**config.mk**
```make
export PLATFORM = sky130hd
export DESIGN_NAME = tcct_div
export DESIGN_NICKNAME = d
export VERILOG_FILES = /design/src/hdl/tcct_pkg.sv /design/src/hdl/tcct_div.sv
export SDC_FILE = /design/constraint.sdc
export NUM_CORES = 1
export LEC_CHECK = 0
export ABC_AREA = 0
export BUFFER_PORTS_ARGS = -buffer_cell sky130_fd_sc_hd__buf_4
export CAP_MARGIN = 5
export CORE_MARGIN = 5
export CORE_UTILIZATION = 30
export CTS_CLUSTER_SIZE = 30
export DETAILED_ROUTE_END_ITERATION = 10
export SYNTH_ARGS = -nofsm -noshare
export SYNTH_HDL_FRONTEND = slang
export SYNTH_SLANG_ARGS = --single-unit
```
**constraint.sdc**
```tcl
create_clock -name clock -period 2.9 [get_ports clock]
set_input_delay 0.435 -clock clock [delete_from_list [all_inputs] [get_ports clock]]
set_output_delay 0.435 -clock clock [all_outputs]
set_load 0.03 [all_outputs]
```
**src/hdl/tcct_pkg.sv**
```systemverilog
// shared widths, constants and lane result type of the thermal charge current throttle
// no dependencies
package tcct_pkg;

   localparam int NUM_SENSORS = 4;
   localparam int NUM_LEVELS  = 4;

   localparam int TEMP_W      = 19;
   localparam int WGT_W       = 16;
   localparam int PROD_W      = TEMP_W + WGT_W;
   localparam int SUM_W       = PROD_W + 2;
   localparam int TOTAL_W     = WGT_W + 2;
   localparam int DIVIDEND_W  = SUM_W - 1;
   localparam int DIVISOR_W   = TOTAL_W;
   localparam int QUOT_W      = TEMP_W;
   localparam int DIV_STEPS   = DIVIDEND_W;
   localparam int DIV_CNT_W   = $clog2(DIV_STEPS);

   localparam int DECI_W      = 13;
   localparam int DECI_SHIFT  = 26;
   localparam int DECI_MULT_W = 20;
   localparam logic [DECI_MULT_W-1:0] DECI_RECIP = 20'd671089;

   localparam logic signed [TEMP_W-1:0] DEFAULT_TEMP = 19'sd25000;
   localparam logic signed [TEMP_W:0]   HYST_SHIFT   = 20'sd1000;

   localparam logic [2:0] REG_ENABLE     = 3'd0;
   localparam logic [2:0] REG_WEIGHTS    = 3'd1;
   localparam logic [2:0] REG_LEVEL_CNT  = 3'd2;
   localparam logic [2:0] REG_STABLE     = 3'd3;
   localparam logic [2:0] REG_THR_LOW    = 3'd4;
   localparam logic [2:0] REG_THR_HIGH   = 3'd5;
   localparam logic [2:0] REG_CUR_LOW    = 3'd6;
   localparam logic [2:0] REG_CUR_HIGH   = 3'd7;

   typedef struct packed {
      logic signed [PROD_W-1:0] prod;
      logic [WGT_W-1:0]         wgt;
   } lane_result_type;

endpackage

```
**src/hdl/tcct_div.sv**
```systemverilog
// serial restoring divider, one quotient bit per cycle, unsigned magnitudes
// depends on tcct_pkg
module tcct_div (
   input  logic                            clock,
   input  logic                            reset,
   input  logic                            start,
   input  logic [tcct_pkg::DIVIDEND_W-1:0] dividend,
   input  logic [tcct_pkg::DIVISOR_W-1:0]  divisor,
   output logic                            done,
   output logic [tcct_pkg::QUOT_W-1:0]     quotient
);
   import tcct_pkg::*;

   logic                   busy_ff;
   logic                   done_ff;
   logic [DIV_CNT_W-1:0]   cnt_ff;
   logic [DIVISOR_W-1:0]   rem_ff;
   logic [DIVISOR_W-1:0]   div_ff;
   logic [DIVIDEND_W-1:0]  quo_ff;
   logic [DIVISOR_W:0]     trial;
   logic                   fits;

   assign trial = {rem_ff, quo_ff[DIVIDEND_W-1]};
   assign fits  = trial >= {1'b0, div_ff};

   always_ff @(posedge clock) begin
      if (reset) begin
         busy_ff <= 1'b0;
         done_ff <= 1'b0;
         cnt_ff  <= '0;
      end else begin
         done_ff <= 1'b0;
         if (start) begin
            busy_ff <= 1'b1;
            cnt_ff  <= '0;
         end else if (busy_ff) begin
            cnt_ff <= cnt_ff + 1'b1;
            if (cnt_ff == DIV_CNT_W'(DIV_STEPS - 1)) begin
               busy_ff <= 1'b0;
               done_ff <= 1'b1;
            end
         end
      end
   end

   always_ff @(posedge clock) begin
      if (start) begin
         rem_ff <= '0;
         div_ff <= divisor;
         quo_ff <= dividend;
      end else if (busy_ff) begin
         rem_ff <= fits ? DIVISOR_W'(trial - {1'b0, div_ff}) : trial[DIVISOR_W-1:0];
         quo_ff <= {quo_ff[DIVIDEND_W-2:0], fits};
      end
   end

   assign done     = done_ff;
   assign quotient = quo_ff[QUOT_W-1:0];

endmodule

```
### Yosys cells after proc, flatten, opt, wreduce, memory -nomap -nowiden

Index checks and enable logic that the tools add are counted.

* register bits after elaboration: 80
* bits of input ports: 57
* logic and storage cells: 21

* $add $sub $neg: 2
* order comparisons: 1
* equality and inequality tests: 1
* multiplexer cells: 7
* bitwise gates (word level): 1
* reduce and logical (&&, ||, !) cells: 3

Operators by type and width (number)
* 2-to-1 mux 36 bit: 2
* >= comparator 19 x 18 -> 1 bit: 1
* 2-to-1 mux 18 bit: 1
* subtractor 18 bit: 1
* adder 6 x 1 -> 6 bit (second input constant): 1
* == test 6 bit (second input constant): 1
* 2-to-1 mux 1 bit: 4
* OR reduction 3 bit: 1
* nonzero test 2 bit: 1
* OR reduction 2 bit: 1
* inverter 1 bit: 1

### Logic depth before layout (Yosys ltp)

Gate-level depths: netlist (run 1).

* depth after elaboration: 4
* gate-level depth with buffers: 12
* depth with buffers taken out: 11

### Least setup slack after synthesis (run 1)

Ideal clock, no wire load.

* path type: reg2reg
* start: reg quo_ff[35]
* end: reg rem_ff[14]
* data arrival time: 2.319 ns
* path slack: 0.459 ns
* stages on the path, launching flop included: 12
* buffers on the path: 0
* cell sequence: edfxtp_1 inv_1 ha_1 inv_1 fa_1 a211oi_1 o211ai_1 a21boi_0 o221ai_1 xnor2_1 a211oi_1 a311o_1

* word-level cells in the longest chain between the ends: 2
* elaborated cells between the ends (all ways): 3
* those cells by class: 1 x add/sub; 1 x order compare; 1 x mux

Ends and longest elaborated chain
* start, declared: RTL line tcct_div.sv:19 `logic [DIVIDEND_W-1:0] quo_ff;`
* start signal, assigned: RTL line tcct_div.sv:50 `quo_ff <= dividend;`
* start signal, assigned: RTL line tcct_div.sv:53 `quo_ff <= {quo_ff[DIVIDEND_W-2:0], fits};`
* subtractor 18 bit or >= comparator 19 x 18 -> 1 bit (tied branches): RTL line tcct_div.sv:52, tcct_div.sv:24
* 2-to-1 mux 18 bit (*): RTL line tcct_div.sv:52 `rem_ff <= fits ? DIVISOR_W'(trial - {1'b0, div_ff}) : trial[DIVISOR_W-1:0];`
* end signal, assigned: RTL line tcct_div.sv:52
* end, declared: RTL line tcct_div.sv:17 `logic [DIVISOR_W-1:0] rem_ff;`

Mark *: on every way between the ends. The rest lies on a longest branch, timed or not.
A chain may end at the register's enable or synchronous reset.

### Worst setup path in the final report (run 1)

Same ends and word-level chain as after synthesis.

==> results_dict.tcl, run 1 <==
set metrics [dict create \
    outcome "complete, no violations" \
    number_of_clock_sinks 80 \
    timing.slew.headroom_pct 50.2 \
    async_flop_share_pct 0 \
    starting_utilization_of_the_core_area_pct 30.3 \
    crit_slowest_cell "sky130_fd_sc_hd__fa_1" \
    dr.first_iter.drc_count 149 \
    met2_usage_pct 19.5 \
    dominantRegCellSynth "sky130_fd_sc_hd__edfxtp_1" \
    synthAdderAreaFrac_pct 5.89 \
    area_growth_pct 21.4 \
    most_common_library_cell_in_the_layout_ignoring_fill_and_taps "sky130_fd_sc_hd__buf_4" \
    synth_sequential_area_ratio_pct 49.0 \
    drt-total-wl_um 9870 \
    io-pin-count 77 \
    holdBufCountCts 0 \
    post_synthesis_share_of_cell_area_spent_on_xor_and_xnor_gates_pct 3.40 \
    finalSetupTns_ps 0 \
    synth_warnings 0 \
    timing.final.ws_setup_ps 204 \
    synth.avg_cell_area_um2 11.2 \
    routedWlPerCell_um 15.4 \
    worstSetupPathDepth 12 \
    drcViolationCount 0 \
    synth_top_family_by_area "compound AO/OA/AOI/OAI gates" \
    total_routing_resource_utilization_after_global_routing_pct 11.7 \
    final_layout_net_count 529 \
    place.detailed.instances 625 \
    timing.critical_path.to_type "flip-flop" \
    synth_enable_flop_cells 54 \
    timing.critical_path.from "quo_ff[35]$_DFFE_PP_" \
    fin_skew_ps 8.14 \
    switching_power_uw 760 \
    dr_vias 3163 \
    syn-num-nets 469 \
    r2r_setup_slack_ps 200 \
    post_synth_and_or_nand_nor_area_fraction_pct 9.75 \
    placementRows 44 \
    crit_path_end "rem_ff[14]$_SDFFE_PP0P_" \
    clkSlewWorstSetupHoldPaths_ps 60 \
    finalCoreUtilization_pct 36.8 \
    maxCapViolations 0 \
    worstPathRequired_ps 3120 \
    postPlaceCellArea_mm2 0.00503 \
    design.die.area_mm2 0.0171 \
    antenna_found_initial 0 \
    chipHeight_um 131 \
    fillerInstances 1433 \
    layout.cell_area.non_filler_mm2 0.00531 \
    yosys.area.top_type_share_pct 37.1 \
    htree_levels 3 \
    post_route_cells_drive_above_1_share_pct 31.5 \
    grt_util_met3_pct 2.85 \
    netlist-cell-type-count 53 \
    rsz_0062_raised_after_global_routing "false" \
    ir_worst_vdd_uv 222 \
    critical_path.reg2reg.startpoint "quo_ff[35]$_DFFE_PP_" \
    detailedPlace.worstSlack_ps 155 \
    cts_tree "built" \
    yosys-mux-area-fraction_pct 9.24 \
    firstDrtPassIters 4 \
    fin_crit_ps 2700 \
    intPower_uw 2110 \
    source_to_sink_clock_delay_at_the_later_pin_of_the_worst_skew_pair_ps 330 \
    busiest_layer "met2" \
    floorplan.core_area_mm2 0.0144 \
    cp_cell_sequence "inv_1 > ha_1 > inv_1 > fa_1 > a211oi_2 > o211ai_1 > a21boi_0 > buf_4 > o221ai_1 > xnor2_1 > a211oi_1 > a311o_1" \
    global_route_wire_length_before_repair_um 15900 \
    antennaDiodeCount 0 \
    yosys_register_bits 80 \
    layout_common_cells "86 x sky130_fd_sc_hd__buf_4, 54 x sky130_fd_sc_hd__edfxtp_1, 35 x sky130_fd_sc_hd__mux2_2" \
    first_global_vias 3261 \
    global_routing_met1_resource_utilization_pct 15.0 \
    reg2reg_depth 12 \
    cp_slowest_stage_delay_ps 440 \
    critPathMostFrequentCell "sky130_fd_sc_hd__inv_1" \
    power.leakage_uw 0.00209 \
    tightestPinTransition_ps 746 \
    sequentialPowerShare_pct 47.2 \
    clock_tree.buffer_depth 2 \
    critical_path_buf_inv_count 3 \
    synth_area_leader_cell "sky130_fd_sc_hd__edfxtp_1" \
    remaining_number_of_nets_flagged_by_the_antenna_check_after_routing 0 \
    report.final.slew_viol_count 0 \
    pwr_density_cell_mw_per_mm2 541 \
    numPortBuffers 76 \
    power.combinational.fraction_pct 15.9 \
    path_class "flip-flop to flip-flop" \
    clkPwrFrac_pct 36.9 \
    holdCritPathClass "input port to flip-flop" \
    crit_arrival_ps 2910 \
    swShare_pct 26.5 \
    mappedNetlistArea_mm2 0.00438 \
    via_per_inst 4.93 \
    grt_remaining_overflow 0 \
    clock_tree.root_cell "sky130_fd_sc_hd__clkbuf_16" \
    routabilityCongestion 0.883 \
    netlist_instances 392 \
    cpLargestDelayFamily "compound AO/OA/AOI/OAI gates" \
    fin_crit_sh_pct 93.0 \
    cp_max_fo 3 \
    critPathLaunchType "flip-flop" \
    instances_no_fill 641 \
    grt_max_degree 30 \
    die_w_um 131 \
    synth_compound_gate_area_share_pct 15.3 \
    cts_made_buffers 9 \
    report.final.hold_viol_count 0 \
    synth_area_leaders "sky130_fd_sc_hd__edfxtp_1 37%, sky130_fd_sc_hd__dfxtp_1 12%, sky130_fd_sc_hd__mux2_2 9.0%" \
    finalSetupViolCount 0 \
    timing.fmax_mhz 371 \
    r2r-end "rem_ff[14]$_SDFFE_PP0P_" \
    place_hpwl_um 7160 \
]
==> stage by stage <==
| step | total power, µW | hold slack [ps] |
|---|---|---|
| floorplan | 1690 | 443 |
| global placement | 1830 | 469 |
| detailed placement | 1840 | 471 |
| CTS | 2900 | 257 |
| global route | 3000 | 261 |
| finish | 2870 | 265 |
==> cell type report <==
type | count | area [µm²] | area share (%)
clock inverters | 7 | 52.6 | 0.989
multi-input cells | 248 | 1910 | 36.0
flip-flops and latches | 80 | 2140 | 40.3
clock buffers | 9 | 225 | 4.24
repair buffers | 86 | 646 | 12.2
inverters | 27 | 101 | 1.91
well taps | 184 | 230 | 4.33
==> synthesized netlist by cell type, types with 2 or more instances <==
library cell	count
sky130_fd_sc_hd__o21ai_0	8
sky130_fd_sc_hd__ha_1	19
sky130_fd_sc_hd__buf_2	5
sky130_fd_sc_hd__buf_4	19
sky130_fd_sc_hd__and2_1	9
sky130_fd_sc_hd__o21bai_1	2
sky130_fd_sc_hd__a21boi_0	2
sky130_fd_sc_hd__a311o_1	7
sky130_fd_sc_hd__nor2_1	15
sky130_fd_sc_hd__o221ai_1	2
sky130_fd_sc_hd__xnor2_1	8
sky130_fd_sc_hd__inv_1	27
sky130_fd_sc_hd__clkbuf_1	11
sky130_fd_sc_hd__nand2b_1	4
sky130_fd_sc_hd__nand3_1	5
sky130_fd_sc_hd__a41oi_1	2
sky130_fd_sc_hd__xor2_1	9
sky130_fd_sc_hd__a311oi_1	4
sky130_fd_sc_hd__nand2_1	24
sky130_fd_sc_hd__a211oi_1	9
sky130_fd_sc_hd__a2111oi_4	2
sky130_fd_sc_hd__a21o_1	4
sky130_fd_sc_hd__dfxtp_1	26
sky130_fd_sc_hd__nor3_1	10
sky130_fd_sc_hd__a21oi_1	28
sky130_fd_sc_hd__o211ai_1	2
sky130_fd_sc_hd__o31ai_1	6
sky130_fd_sc_hd__and3_1	3
sky130_fd_sc_hd__or3_1	3
sky130_fd_sc_hd__edfxtp_1	54
sky130_fd_sc_hd__mux2_2	35
sky130_fd_sc_hd__nand4_1	7
==> worst reg2reg max path, delay by kind of cell, from the launching register on <==
family,cells,cell delay (ps)
AO/OA/AOI/OAI,6,1140
XOR/XNOR,1,170
adder cells (fa/ha/maj),2,590
buffers and inverters,3,270
flip-flops,1,390
==> cells by family (layout without fill, tap and decap cells) <==
family / count (synthesis) / after routing
adder cells (fa/ha/maj): 20 / 20
XOR/XNOR: 17 / 17
flip-flops: 80 / 80
AO/OA/AOI/OAI: 89 / 89
buffers and inverters: 64 / 129
multiplexers: 36 / 36
AND/OR/NAND/NOR: 86 / 86
==> power groups by stage <==
stage,Sequential [µW],Clock (µW),Combinational (µW)
after floorplan,1360,0,331
after global placement,1380,0,451
after detailed placement,1380,0,457
after CTS,1360,1090,459
after global routing,1360,1140,501
final,1350,1060,458
==> sequential cells by signal, summed over array words and instances (netlist names) <==
signal	cells
rem_ff	18
done	1
cnt_ff	6
div_ff	18
quo_ff	36
busy_ff	1
==> routing by layer <==
layer,wire length (µm),vias to the layer above
met5,0,-
met4,93,0
met3,494,4
met2,4920,72
met1,4360,1535
li1,-,1552
==> how the worst min path moves through the flow <==
stage,start,endpoint,slack (ps),cells past startpoint
5_1_grt,divisor[9],div_ff[9]$_DFFE_PP_,260,1
4_1_cts,reset,busy_ff$_SDFF_PP0_,260,2
6_report,reset,busy_ff$_SDFF_PP0_,260,2
3_5_place_dp,rem_ff[3]$_SDFFE_PP0P_,rem_ff[3]$_SDFFE_PP0P_,470,2
2_1_floorplan,cnt_ff[5]$_SDFFE_PP0P_,done$_SDFF_PP0_,440,2
3_3_place_gp,rem_ff[3]$_SDFFE_PP0P_,rem_ff[3]$_SDFFE_PP0P_,470,2
==> timing repair <==
action	in CTS	in global routing
buffers inserted	0	0
resized for setup	0	2
setup endpoints to repair	0	5
(Power assumes the default switching activity.)
==> run 2: changes to the inputs <==
==> constraint.sdc (replaced) <==
create_clock -name clock -period 2.54 [get_ports clock]
set_input_delay 0.381 -clock clock [delete_from_list [all_inputs] [get_ports clock]]
set_output_delay 0.381 -clock clock [all_outputs]
set_load 0.03 [all_outputs]
==> run 2 against run 1 <==
  * Combinational power is 22% higher
  * Largest cell class unchanged
  * Worst hold slack worse by 57 ps
  * Flip-flop and latch count stayed put
  * Fmax is 6.8% higher
  * Power is 22% higher
==> results_dict.tcl, run 2 (same netlist as run 1, synthesis figures left out) <==
set metrics [dict create \
    cp_max_fo 3 \
    starting_utilization_of_the_core_area_pct 30.3 \
    fin_crit_ps 2520 \
    grt_remaining_overflow 0 \
    critPathLaunchType "flip-flop" \
    timing.slew.headroom_pct 60.6 \
    via_per_inst 4.94 \
    finalPower_uw 3510 \
    number_of_clock_sinks 80 \
    htree_levels 3 \
    fin_skew_ps 6.59 \
    dr.first_iter.drc_count 139 \
    drt-total-wl_um 10100 \
    placementRows 44 \
    fillerInstances 1442 \
    chipHeight_um 131 \
    antennaDiodeCount 0 \
    path_class "flip-flop to flip-flop" \
    power.leakage_uw 0.00220 \
    clock_tree.buffer_depth 2 \
    largest_registers "quo_ff (36), div_ff (18), rem_ff (18)" \
    global_route_wire_length_before_repair_um 16100 \
    timing.critical_path.to_type "flip-flop" \
    outcome "complete, no violations" \
    numPortBuffers 76 \
    post_route_cells_drive_above_1_share_pct 35.2 \
    total_routing_resource_utilization_after_global_routing_pct 12.0 \
    cts_tree "built" \
    crit_arrival_ps 2750 \
    pwr_density_cell_mw_per_mm2 634 \
    antenna_found_initial 0 \
    fin_crit_sh_pct 99.4 \
    dr_vias 3242 \
    finalSetupViolCount 0 \
    holdCritPathClass "input port to flip-flop" \
    drcViolationCount 0 \
    first_global_vias 3267 \
    worstPathRequired_ps 2760 \
    cts_made_buffers 9 \
    place_hpwl_um 7170 \
    firstDrtPassIters 4 \
    die_w_um 131 \
    most_common_library_cell_in_the_layout_ignoring_fill_and_taps "sky130_fd_sc_hd__buf_4" \
    routedWlPerCell_um 15.4 \
    largest_reg_flops 36 \
    report.final.hold_viol_count 0 \
    final_layout_net_count 544 \
    grt_max_degree 46 \
    layout_common_cells "99 x sky130_fd_sc_hd__buf_4, 54 x sky130_fd_sc_hd__edfxtp_1, 35 x sky130_fd_sc_hd__mux2_2" \
    area_growth_pct 26.5 \
    detailedPlace.worstSlack_ps -72.6 \
    tightestPinTransition_ps 592 \
    design.die.area_mm2 0.0171 \
    routabilityCongestion 0.913 \
    report.final.slew_viol_count 0 \
    postPlaceCellArea_mm2 0.00512 \
    rsz_0062_raised_after_global_routing "true" \
    clkSlewWorstSetupHoldPaths_ps 60 \
    maxCapViolations 0 \
    layout.cell_area.non_filler_mm2 0.00554 \
    source_to_sink_clock_delay_at_the_later_pin_of_the_worst_skew_pair_ps 330 \
    biggest_register "quo_ff" \
    timing.fmax_mhz 396 \
    remaining_number_of_nets_flagged_by_the_antenna_check_after_routing 0 \
    floorplan.core_area_mm2 0.0144 \
    finalSetupTns_ps 0 \
    timing.final.ws_setup_ps 16.0 \
    clock_tree.root_cell "sky130_fd_sc_hd__clkbuf_16" \
    io-pin-count 77 \
    ir_worst_vdd_uv 261 \
]
[run 2: layout make-up]
| class | count | area (µm²) | share of cell area (%) |
|---|---|---|---|
| clock inverters | 6 | 91.3 | 1.65 |
| repair buffers | 101 | 783 | 14.1 |
| well taps | 184 | 230 | 4.16 |
| clock buffers | 10 | 229 | 4.14 |
| flip-flops and latches | 80 | 2140 | 38.7 |
| multi-input cells | 248 | 1960 | 35.4 |
| inverters | 27 | 101 | 1.83 |
[run 2: what timing repair did]
action,4_1_cts,5_1_grt
hold buffers,0,0
setup endpoints to repair,5,15
pin swaps,4,10
setup buffers,4,2
resized for setup,5,8
hold endpoints to repair,0,0
[run 2: final timing paths]
path	from	to	slack [ps]	depth (start not counted)
worst max register to register	quo_ff[35]$_DFFE_PP_	rem_ff[14]$_SDFFE_PP0P_	20	12
worst min register to register	cnt_ff[5]$_SDFFE_PP0P_	done$_SDFF_PP0_	470	2
worst max-delay path	quo_ff[35]$_DFFE_PP_	rem_ff[14]$_SDFFE_PP0P_	20	12
worst min-delay path	reset	busy_ff$_SDFF_PP0_	210	2
[run 2: power by group]
part           internal [µW]  total (µW)  switching, µW
Combinational            265         557            292
Clock                    868        1400            536
Sequential              1500        1550           45.6
[run 2: worst max-delay path, stage by stage, from the launching register on]
cell and delay [ps]:
sky130_fd_sc_hd__edfxtp_1 390, sky130_fd_sc_hd__inv_1 70, sky130_fd_sc_hd__ha_2 180, sky130_fd_sc_hd__inv_2 50
sky130_fd_sc_hd__fa_2 360, sky130_fd_sc_hd__a211oi_2 230, sky130_fd_sc_hd__o211ai_1 160, sky130_fd_sc_hd__a21boi_1 190
sky130_fd_sc_hd__buf_4 140, sky130_fd_sc_hd__o221ai_1 110, sky130_fd_sc_hd__xnor2_1 190, sky130_fd_sc_hd__a211oi_1 60
sky130_fd_sc_hd__a311o_1 290
[run 2: through the flow]
step	instances	utilization, %	hold slack, ps
2_1_floorplan	392	-	443
3_3_place_gp	634	35.5	464
3_5_place_dp	634	35.5	468
4_1_cts	654	38.1	198
5_1_grt	656	38.4	196
6_report	656	38.4	208
[run 2: per-layer routing]
metal / global-route usage, % / wire length [µm] / vias up / part of all wire, %
met3: 2.36 / 469 / 17 / 4.6
met5: 0 / 0 / - / 0
li1: - / - / 1581 / -
met2: 19.1 / 4990 / 77 / 49
met1: 15.4 / 4420 / 1567 / 44
met4: 6.23 / 254 / 0 / 2.5
==> run 3: changes to the inputs <==
--- a/config.mk
+++ b/config.mk
@@ -7,7 +7,6 @@
 export LEC_CHECK = 0
 export ABC_AREA = 0
 export BUFFER_PORTS_ARGS = -buffer_cell sky130_fd_sc_hd__buf_4
-export CAP_MARGIN = 5
 export CORE_MARGIN = 5
 export CORE_UTILIZATION = 30
 export CTS_CLUSTER_SIZE = 30
==> constraint.sdc (replaced) <==
create_clock -name clock -period 2.85 [get_ports clock]
set_input_delay 0.4275 -clock clock [delete_from_list [all_inputs] [get_ports clock]]
set_output_delay 0.4275 -clock clock [all_outputs]
set_load 0.03 [all_outputs]
==> run 3 against run 2 <==
  * Fmax decreased by 4.4%
  * Largest power group unchanged
  * Highest routed layer unchanged
  * Flip-flop and latch count unchanged
  * Design area decreased by 2.7%
  * Count of clock-buffer cells in the layout decreased by 1
  * Power decreased by 10%
  * Die area unchanged
  * Largest cell class unchanged
  * Utilization decreased by 1.0 points
  * Wire length decreased by 3.7%
  * First-iteration DRC count increased by 17%
  * Combinational power decreased by 17%
==> results_dict.tcl, run 3 (same netlist as run 1, synthesis figures left out) <==
set metrics [dict create \
    holdBufCountCts 0 \
    switching_power_uw 804 \
    critical_path.reg2reg.startpoint "div_ff[2]$_DFFE_PP_" \
    htree_levels 3 \
    routedWlPerCell_um 15.2 \
    grt_max_degree 52 \
    finalSetupViolCount 0 \
    grt_remaining_overflow 0 \
    maxCapViolations 0 \
    cts_tree "built" \
    global_route_wire_length_before_repair_um 15600 \
    firstDrtPassIters 4 \
    finalPower_uw 3150 \
    layout_common_cells "86 x sky130_fd_sc_hd__buf_4, 54 x sky130_fd_sc_hd__edfxtp_1, 35 x sky130_fd_sc_hd__mux2_2" \
    post_route_cells_drive_above_1_share_pct 31.7 \
    source_to_sink_clock_delay_at_the_later_pin_of_the_worst_skew_pair_ps 340 \
    clkPwrFrac_pct 41.4 \
    min_delay_worst_endpoint "busy_ff$_SDFF_PP0_" \
    most_common_library_cell_in_the_layout_ignoring_fill_and_taps "sky130_fd_sc_hd__buf_4" \
    antennaDiodeCount 0 \
    starting_utilization_of_the_core_area_pct 30.3 \
    report.final.hold_viol_count 0 \
    cts_made_buffers 9 \
    io-pin-count 77 \
    sequentialPowerShare_pct 43.8 \
    r2r_setup_slack_ps 210 \
    rsz_0062_raised_after_global_routing "false" \
    swShare_pct 25.6 \
    ir_worst_vdd_uv 240 \
    cp_max_fo 11 \
    outcome "complete, no violations" \
    timing.fmax_mhz 379 \
    die_w_um 131 \
    biggest_register "quo_ff" \
    first_global_vias 3078 \
    clock_tree.buffer_depth 2 \
    fin_crit_ps 2640 \
    power.leakage_uw 0.00214 \
    clkSlewWorstSetupHoldPaths_ps 60 \
    largest_registers "quo_ff (36), div_ff (18), rem_ff (18)" \
    largest_reg_flops 36 \
    via_per_inst 4.85 \
    design.die.area_mm2 0.0171 \
    floorplan.core_area_mm2 0.0144 \
    cts.repair.resized 0 \
    remaining_number_of_nets_flagged_by_the_antenna_check_after_routing 0 \
    min-delay-start "reset" \
    finalSetupTns_ps 0 \
    final_layout_net_count 530 \
    pwr_density_cell_mw_per_mm2 584 \
    power.combinational.fraction_pct 14.8 \
    number_of_clock_sinks 80 \
    dr_vias 3115 \
    dr.first_iter.drc_count 162 \
    tightestPinTransition_ps 715 \
    place_hpwl_um 6850 \
    drcViolationCount 0 \
    timing.slew.headroom_pct 52.3 \
    report.final.slew_viol_count 0 \
    cts_post_setup_buffers_inserted 0 \
    crit_arrival_ps 2920 \
    intPower_uw 2340 \
    timing.critical_path.to_type "flip-flop" \
    holdCritPathClass "input port to flip-flop" \
    drt-total-wl_um 9750 \
    numPortBuffers 76 \
    path_class "flip-flop to flip-flop" \
    reg2reg_depth 10 \
    placementRows 44 \
    fin_crit_sh_pct 92.6 \
    chipHeight_um 131 \
    r2r-end "rem_ff[15]$_SDFFE_PP0P_" \
    clock_tree.root_cell "sky130_fd_sc_hd__clkbuf_16" \
    total_routing_resource_utilization_after_global_routing_pct 11.5 \
    critPathLaunchType "flip-flop" \
    worstPathRequired_ps 3130 \
    antenna_found_initial 0 \
    routabilityCongestion 0.846 \
    area_growth_pct 23.1 \
    fin_skew_ps 7.28 \
    worstHoldPathCells 2 \
]
==> run 3: cell types whose count changed in the layout (fill, tap and decap cells not counted), moves of 2 or more <==
cell,before,now
sky130_fd_sc_hd__ha_1,16,19
sky130_fd_sc_hd__ha_4,2,0
sky130_fd_sc_hd__inv_1,25,27
sky130_fd_sc_hd__inv_8,0,2
sky130_fd_sc_hd__inv_2,2,0
sky130_fd_sc_hd__buf_4,99,86
==> run 3: critical path: stages, from the launching register on <==
cell	delay [ps]
sky130_fd_sc_hd__edfxtp_1	320
sky130_fd_sc_hd__inv_1	40
sky130_fd_sc_hd__ha_1	390
sky130_fd_sc_hd__nor2_1	70
sky130_fd_sc_hd__a211o_1	310
sky130_fd_sc_hd__a21o_1	210
sky130_fd_sc_hd__a211o_4	380
sky130_fd_sc_hd__a21o_1	180
sky130_fd_sc_hd__buf_4	190
sky130_fd_sc_hd__a2111oi_4	340
sky130_fd_sc_hd__a311o_1	140
==> run 3: metal layers <==
layer	wire length, µm	GRT usage (%)	up-vias
met5	0	0	-
met4	137	4.42	0
li1	-	-	1556
met1	4450	15.1	1489
met2	4790	18.6	63
met3	372	2.40	7
==> run 3: how the worst max path moves through the flow <==
stage	from	to	slack, ps
6_report	div_ff[2]$_DFFE_PP_	rem_ff[15]$_SDFFE_PP0P_	210
5_1_grt	quo_ff[35]$_DFFE_PP_	rem_ff[14]$_SDFFE_PP0P_	30
4_1_cts	quo_ff[35]$_DFFE_PP_	rem_ff[14]$_SDFFE_PP0P_	200
3_5_place_dp	quo_ff[35]$_DFFE_PP_	rem_ff[14]$_SDFFE_PP0P_	220
3_3_place_gp	quo_ff[35]$_DFFE_PP_	rem_ff[14]$_SDFFE_PP0P_	270
2_1_floorplan	quo_ff[35]$_DFFE_PP_	rem_ff[14]$_SDFFE_PP0P_	410
==> run 3: power groups by stage <==
stage / clock, µW / sequential (µW) / combinational [µW]
final: 1300 / 1380 / 465
after global routing: 1380 / 1390 / 508
after CTS: 1340 / 1380 / 466
after detailed placement: 0 / 1400 / 462
after global placement: 0 / 1400 / 460
after floorplan: 0 / 1390 / 336
==> run 3: final cells by class <==
cell class                      instances  area, µm²
Clock buffer                            9        225
Clock inverter                          7        109
Fill cell                            1433       9040
Inverter                               27        101
Multi-Input combinational cell        248       1910
Sequential cell                        80       2140
Tap cell                              184        230
Timing Repair Buffer                   87        666
==> run 3: through the flow <==
step | setup WS (ps) | hold slack [ps] | utilization [%] | std cells | area, µm²
after global routing | 34.8 | 247 | 37.3 | 642 | 5390
after floorplan | 409 | 443 | - | 392 | 4380
final | 211 | 250 | 37.3 | 642 | 5390
after global placement | 271 | 469 | 35.0 | 626 | 5050
after detailed placement | 218 | 470 | 35.0 | 626 | 5050
after CTS | 197 | 247 | 37.3 | 642 | 5380
